**src/sv/fpa_pkg.sv**
```systemverilog
// Shared types, opcodes and sizing constants of the fixed-point ALU.
package fpa_pkg;

    localparam int FRAC_BITS_DEF = 8;
    localparam int DATA_W        = 32;
    // Quotient bits resolved by each divider stage.
    localparam int DIV_BITS      = 4;
    localparam int DIV_STAGES    = DATA_W / DIV_BITS;

    typedef enum logic [3:0] {
        OP_ADD,
        OP_SUB,
        OP_MUL,
        OP_DIV,
        OP_LT,
        OP_GT,
        OP_LE,
        OP_GE,
        OP_EQ,
        OP_NE,
        OP_MIN,
        OP_MAX,
        OP_INC,
        OP_DEC,
        OP_TOINT,
        OP_FROMINT
    } op_t;

    typedef enum logic [1:0] {
        ST_OK   = 2'd0,
        ST_SAT  = 2'd1,
        ST_DIVZ = 2'd2
    } status_t;

    typedef struct packed {
        op_t                       opcode;
        logic signed [DATA_W-1:0]  operand_a;
        logic signed [DATA_W-1:0]  operand_b;
    } fpa_req_t;

    typedef struct packed {
        logic signed [DATA_W-1:0]  result;
        logic                      flag;
        status_t                   status;
    } fpa_rsp_t;

    // One item as it travels down the divider stages.
    typedef struct packed {
        logic                      valid;
        logic                      is_div;
        logic                      neg;
        logic                      ovf;
        logic                      dzero;
        logic [DATA_W-1:0]         rem;
        logic [DATA_W-1:0]         quo;
        logic [DATA_W-1:0]         den;
        logic signed [DATA_W-1:0]  result;
        logic                      flag;
        status_t                   status;
    } fpa_stage_t;

endpackage

```
**src/sv/fpa_div_stage.sv**
```systemverilog
// One registered stage of the restoring divider, resolving DIV_BITS quotient bits.
module fpa_div_stage
    import fpa_pkg::*;
(
    input  logic        clk,
    input  logic        rst_n,
    input  logic        en,
    input  fpa_stage_t  d,
    output fpa_stage_t  q
);

    fpa_stage_t stage_next;
    fpa_stage_t stage_reg;
    logic       valid_reg;

    // Each step shifts one dividend bit into the remainder and keeps the
    // difference when the divisor fits; the quotient bit enters at the bottom.
    always_comb
    begin
        logic [DATA_W:0] r;
        logic            qbit;
        stage_next = d;
        for (int i = 0; i < DIV_BITS; i++)
        begin
            r    = {stage_next.rem, stage_next.quo[DATA_W-1]};
            qbit = (r >= {1'b0, stage_next.den});
            if (qbit)
            begin
                r = r - {1'b0, stage_next.den};
            end
            stage_next.rem = r[DATA_W-1:0];
            stage_next.quo = {stage_next.quo[DATA_W-2:0], qbit};
        end
    end

    always_ff @(posedge clk or negedge rst_n)
    begin
        if (!rst_n)
        begin
            valid_reg <= 1'b0;
        end
        else if (en)
        begin
            valid_reg <= d.valid;
        end
    end

    always_ff @(posedge clk)
    begin
        if (en)
        begin
            stage_reg <= stage_next;
        end
    end

    always_comb
    begin
        q       = stage_reg;
        q.valid = valid_reg;
    end

endmodule

```
**config.mk**
```make
export PLATFORM = sky130hd
export DESIGN_NAME = fpa_div_stage
export DESIGN_NICKNAME = d
export VERILOG_FILES = /design/src/sv/fpa_pkg.sv /design/src/sv/fpa_div_stage.sv
export SDC_FILE = /design/constraint.sdc
export NUM_CORES = 1
export LEC_CHECK = 0
export ABC_AREA = 1
export BUFFER_PORTS_ARGS = -buffer_cell sky130_fd_sc_hd__buf_2
export CORE_ASPECT_RATIO = 1.5
export CORE_MARGIN = 4
export CORE_UTILIZATION = 46
export DETAILED_ROUTE_END_ITERATION = 8
export PLACE_DENSITY_LB_ADDON = 0.2
export SETUP_SLACK_MARGIN = 0.1
export SLEW_MARGIN = 10
export SYNTH_ARGS = -nofsm -noshare
export SYNTH_HDL_FRONTEND = slang
export SYNTH_SLANG_ARGS = --single-unit
export TNS_END_PERCENT = 50
```
**constraint.sdc**
```tcl
create_clock -name clk -period 1.3 [get_ports clk]
set_clock_uncertainty 0.1 [all_clocks]
set_input_delay 0.195 -clock clk [delete_from_list [all_inputs] [get_ports clk]]
set_output_delay 0.195 -clock clk [all_outputs]
set_load 0.005 [all_outputs]
```
==> results.yml, run 1 <==
clock_tree:
  cts.sinks: 136
  cts_max_level: 4
  clock_path_buffers: 2
  cts_buffers: 17
  cts_root_buffer: "clkbuf_16"
synthesis:
  ys_seq_area_frac: 0.297
  avgSynthCellArea_sq_um: 7.12
  ys_ff_latch: 136
  yosysUniqueCellTypes: 55
  synth_nets: 2201
  async_reset_ff_frac: 0.00735
  netlist_area_sq_um: 13700
  syn_inst: 1930
  synth-edff-count: 135
  yosysWarnings: 0
  ys.flop_type: "edfxtp_1"
run_status:
  status: "did not finish"
  lastStage: "global routing (5_1_grt)"
  firstError: "[ERROR GRT-0232] Routing congestion too high. Check the congestion heatmap in the GUI."
die:
  die_y_microns: 220
  dieWidth_microns: 149
  io_pins: 275
  num_rows: 77
  start_util: 0.466
global_route:
  grt_overflow: 3359
  grt_usage: 1.01
  grt_max_degree: 38
placed_design:
  numPlacedInstances: 3256
  place.gp.congestion: 1.02
  dpl.hpwl_microns: 50100
  dp_slack_ns: -7.57
  port-buffer-count: 274
sta:
  worstEpCategory: "register data pin"
  grt_worst_setup_endpoint: "q[106]$_DFFE_PP_/D"
[cells by family after synthesis]
family,share of synthesized area
mux,0.000819
compound gates,0.118
xor+xnor,0.0631
simple gates,0.311
flops,0.297
buf+inv,0.0884
fa+ha+maj,0.122
[timing repair]
item,in CTS
setup endpoints to repair,172
buffers inserted,163
endpoints found under the hold margin,100
pin swaps,177
hold buffers,101
cloned,13
resized for setup,449
[through the flow]
stage	hold slack (ns)	setup TNS, ns	area [sq um]
floorplan	-0.201	-200.38	14300
global placement	-0.131	-251.13	21100
detailed placement	-0.129	-257.54	21100
CTS	0.0116	-204.31	26200
[routing by layer]
metal  track usage  overflow
met1         0.849        36
met2          1.39      2680
met3         0.712        11
met4          1.16       623
met5         0.359         9
[cell usage after synthesis, types with 11 or more instances]
cell        n  share of area
a31oi_1    11         0.0050
o21bai_1   14         0.0076
nand4_1    18         0.0082
ha_1      128           0.12
nand2_1   632           0.17
edfxtp_1  135           0.29
nor2_1    126          0.034
xnor2_1    42          0.027
inv_1     250          0.068
o21ai_1    17         0.0062
nand2_2    30          0.014
nor3_1     16         0.0058
a21oi_1   128          0.047
o21ai_0    76          0.028
nand3_1   111          0.040
xor2_1     57          0.036
buf_6      11         0.0090
==> run 2: changes to the inputs <==
CORE_ASPECT_RATIO = default   (was 1.5)
CORE_UTILIZATION = 31   (was 46)
PLACE_DENSITY_LB_ADDON = 0.15   (was 0.2)
SETUP_SLACK_MARGIN = default   (was 0.1)
==> run 2 against run 1 <==
  * The flow now finishes, with violations (negative setup slack)
  * Area after synthesis is the same
  * Synthesized cell count is the same
==> results.yml, run 2 <==
run_status:
  status: "complete, but fails checks"
  violations: "negative setup slack"
setup_path:
  crit_slowest_cell: "o41ai_2"
  cp_data_arrival_time_ns: 7.86
  critPathBufInv: 16
  endpoint_kind: "register"
  critPathMaxStageDelay_ns: 0.33
  crit_top_cell: "nand2_1"
  start_kind: "input port"
  critPathKind: "in2reg"
  critPathRequiredTime_ns: 1.38
  crit_family: "simple AND/OR/NAND/NOR gates"
  cp_max_fo: 18
final_layout:
  finalNonFillerCells: 3627
  layout_common_cells: "705 x buf_4, 597 x nand2_1, 273 x buf_2"
  multi_input_area_sq_um: 9670
  final_common_cell: "buf_4"
  finalNetCount: 3299
  final_core_util: 0.556
  syn2layout_area_growth_pct: 75.7
  largest_reg_flops: 135
  post_route_cells_drive_above_1_share: 0.432
  fillers: 4165
  seqCellArea_sq_um: 4080
sta:
  slew_headroom: 0.679
  max_freq_mhz: 129
  min_period_ns: 7.78
  fin_ws_ns: -6.48
  rsz0062_at_grt: "yes"
  worst_pin_slew_ns: 0.479
  period_share: 5.98
  finalSetupViolCount: 36
  report.final.hold_viol_count: 0
  report.final.slew_viol_count: 0
  holdWs_ns: 0.0253
global_route:
  grt_pass1_vias: 16800
  grt_pass1_wl_microns: 89700
  grt_max_degree: 28
  antenna_found_initial: 1
  grt_overflow: 0
  grt_usage: 0.242
synthesis:
  yosysTopAreaCellShare: 0.295
  async_reset_ff_frac: 0.00735
  avgSynthCellArea_sq_um: 7.12
  ys.flop_type: "edfxtp_1"
  yosysUniqueCellTypes: 55
  ys_seq_area_frac: 0.297
  syn_inst: 1930
  yosysWarnings: 0
  synth_common_cells: "632 x nand2_1, 250 x inv_1, 135 x edfxtp_1"
  yosysMostFrequentCell: "nand2_1"
  ys_top_cells_by_area: "edfxtp_1 29%, nand2_1 17%, ha_1 12%, inv_1 6.8%, a21oi_1 4.7%"
  netlist_area_sq_um: 13700
  ys_ff_latch: 136
  synth_nets: 2201
  synth-edff-count: 135
  netlist.top_cell.by_area: "edfxtp_1"
clock_tree:
  clock_latency_ns: 0.43
  cts.sinks: 136
  cts_buffers: 17
  clock_path_buffers: 2
  cts_tree: "built"
  cts_max_level: 4
  cts.reportedPaths.clkPinSlew_ns: 0.06
  cts_root_buffer: "clkbuf_16"
route:
  viasPerCell: 4.54
  drtIter0Drc: 671
  firstDrtPassIters: 4
  wl_per_cell_microns: 16.2
  vias: 16500
  drt_wl_total_microns: 58800
  ant_nets: 0
  drc: 0
placed_design:
  dpl.hpwl_microns: 49600
  place.gp.congestion: 0.975
  numPlacedInstances: 3458
  port-buffer-count: 274
die:
  start_util: 0.316
  core_area_sq_um: 43500
  io_pins: 275
  die_area_sq_um: 47800
  num_rows: 76
  die_y_microns: 219
  dieWidth_microns: 219
power:
  leakage_nw: 12.3
  irDropWorstVdd_uv: 1930
  power_density_nw_per_um2: 2530
job:
  max_cap_viol_count: 0
min_path:
  hold_path.class: "in2reg"
-- run 2: cell families after synthesis --
logic type | count (synthesis) | synth area share
DFF | 136 | 0.297
adders and majority gates | 132 | 0.122
muxes | 1 | 0.000819
and+or+nand+nor | 989 | 0.311
AOI/OAI and AO/OA | 286 | 0.118
xor gates and xnor gates | 99 | 0.0631
buffers and inverters | 287 | 0.0884
-- run 2: metrics by stage --
stage | area (sq um) | setup TNS (ns) | setup slack, ns | total power, mW
final | 24200 | -219.75 | -6.48 | 61.2
after global routing | 24200 | -233.17 | -6.86 | 66.6
after CTS | 23800 | -211.52 | -6.23 | 60.2
after detailed placement | 21500 | -263.91 | -7.73 | 52.7
after global placement | 21500 | -264.56 | -7.76 | 52.4
after floorplan | 14300 | -200.38 | -5.88 | 30.5
-- run 2: final cells by class --
class | instances | share of cell area
inverter | 260 | 0.0427
tap | 585 | 0.0303
clock inverter | 14 | 0.00606
sequential | 136 | 0.169
clock buffer | 18 | 0.0178
timing repair inverter | 1 | 0.000363
antenna | 1 | 0.000104
multi-input combinational | 1511 | 0.400
timing repair buffer | 1101 | 0.333
-- run 2: power breakdown --
group | internal [mW] | total [mW] | leakage (nW) | switching [mW]
Sequential | 6.67 | 6.86 | 1.33 | 0.181
Combinational | 25.0 | 49.5 | 10.7 | 24.5
Clock | 2.83 | 4.77 | 0.279 | 1.95
Total | 34.5 | 61.2 | 12.3 | 26.6
-- run 2: per-layer routing --
| metal | part of all wire | vias up | track usage | wire, microns |
|---|---|---|---|---|
| li1 | - | 8568 | - | - |
| met1 | 0.45 | 7487 | 0.307 | 26300 |
| met2 | 0.49 | 334 | 0.432 | 28800 |
| met3 | 0.032 | 73 | 0.0261 | 1910 |
| met4 | 0.030 | 0 | 0.0784 | 1790 |
| met5 | 0 | - | 0 | 0 |
-- run 2: path summary, 6_finish.rpt --
| path | start | to | slack, ns | depth (start not counted) |
|---|---|---|---|---|
| min in group asynchronous | rst_n | valid_reg | 0.49 | 3 |
| worst min-delay path | en | q[5] | 0.03 | 1 |
| worst max register to register | valid_reg | valid_reg | 0.46 | 1 |
| max in group asynchronous | rst_n | valid_reg | 0.51 | 3 |
| worst max-delay path | d[51] | q[111] | -6.48 | 58 |
| worst min register to register | valid_reg | valid_reg | 0.41 | 1 |
-- run 2: timing repair --
item,in CTS,in global routing
hold buffers,100,1
setup buffers,23,6
endpoints found under the setup margin,37,50
hold endpoints to repair,100,1
cloned,5,1
gates resized for setup,109,58
pin swaps,26,25
No activity file was read; power rests on OpenSTA's default activity.
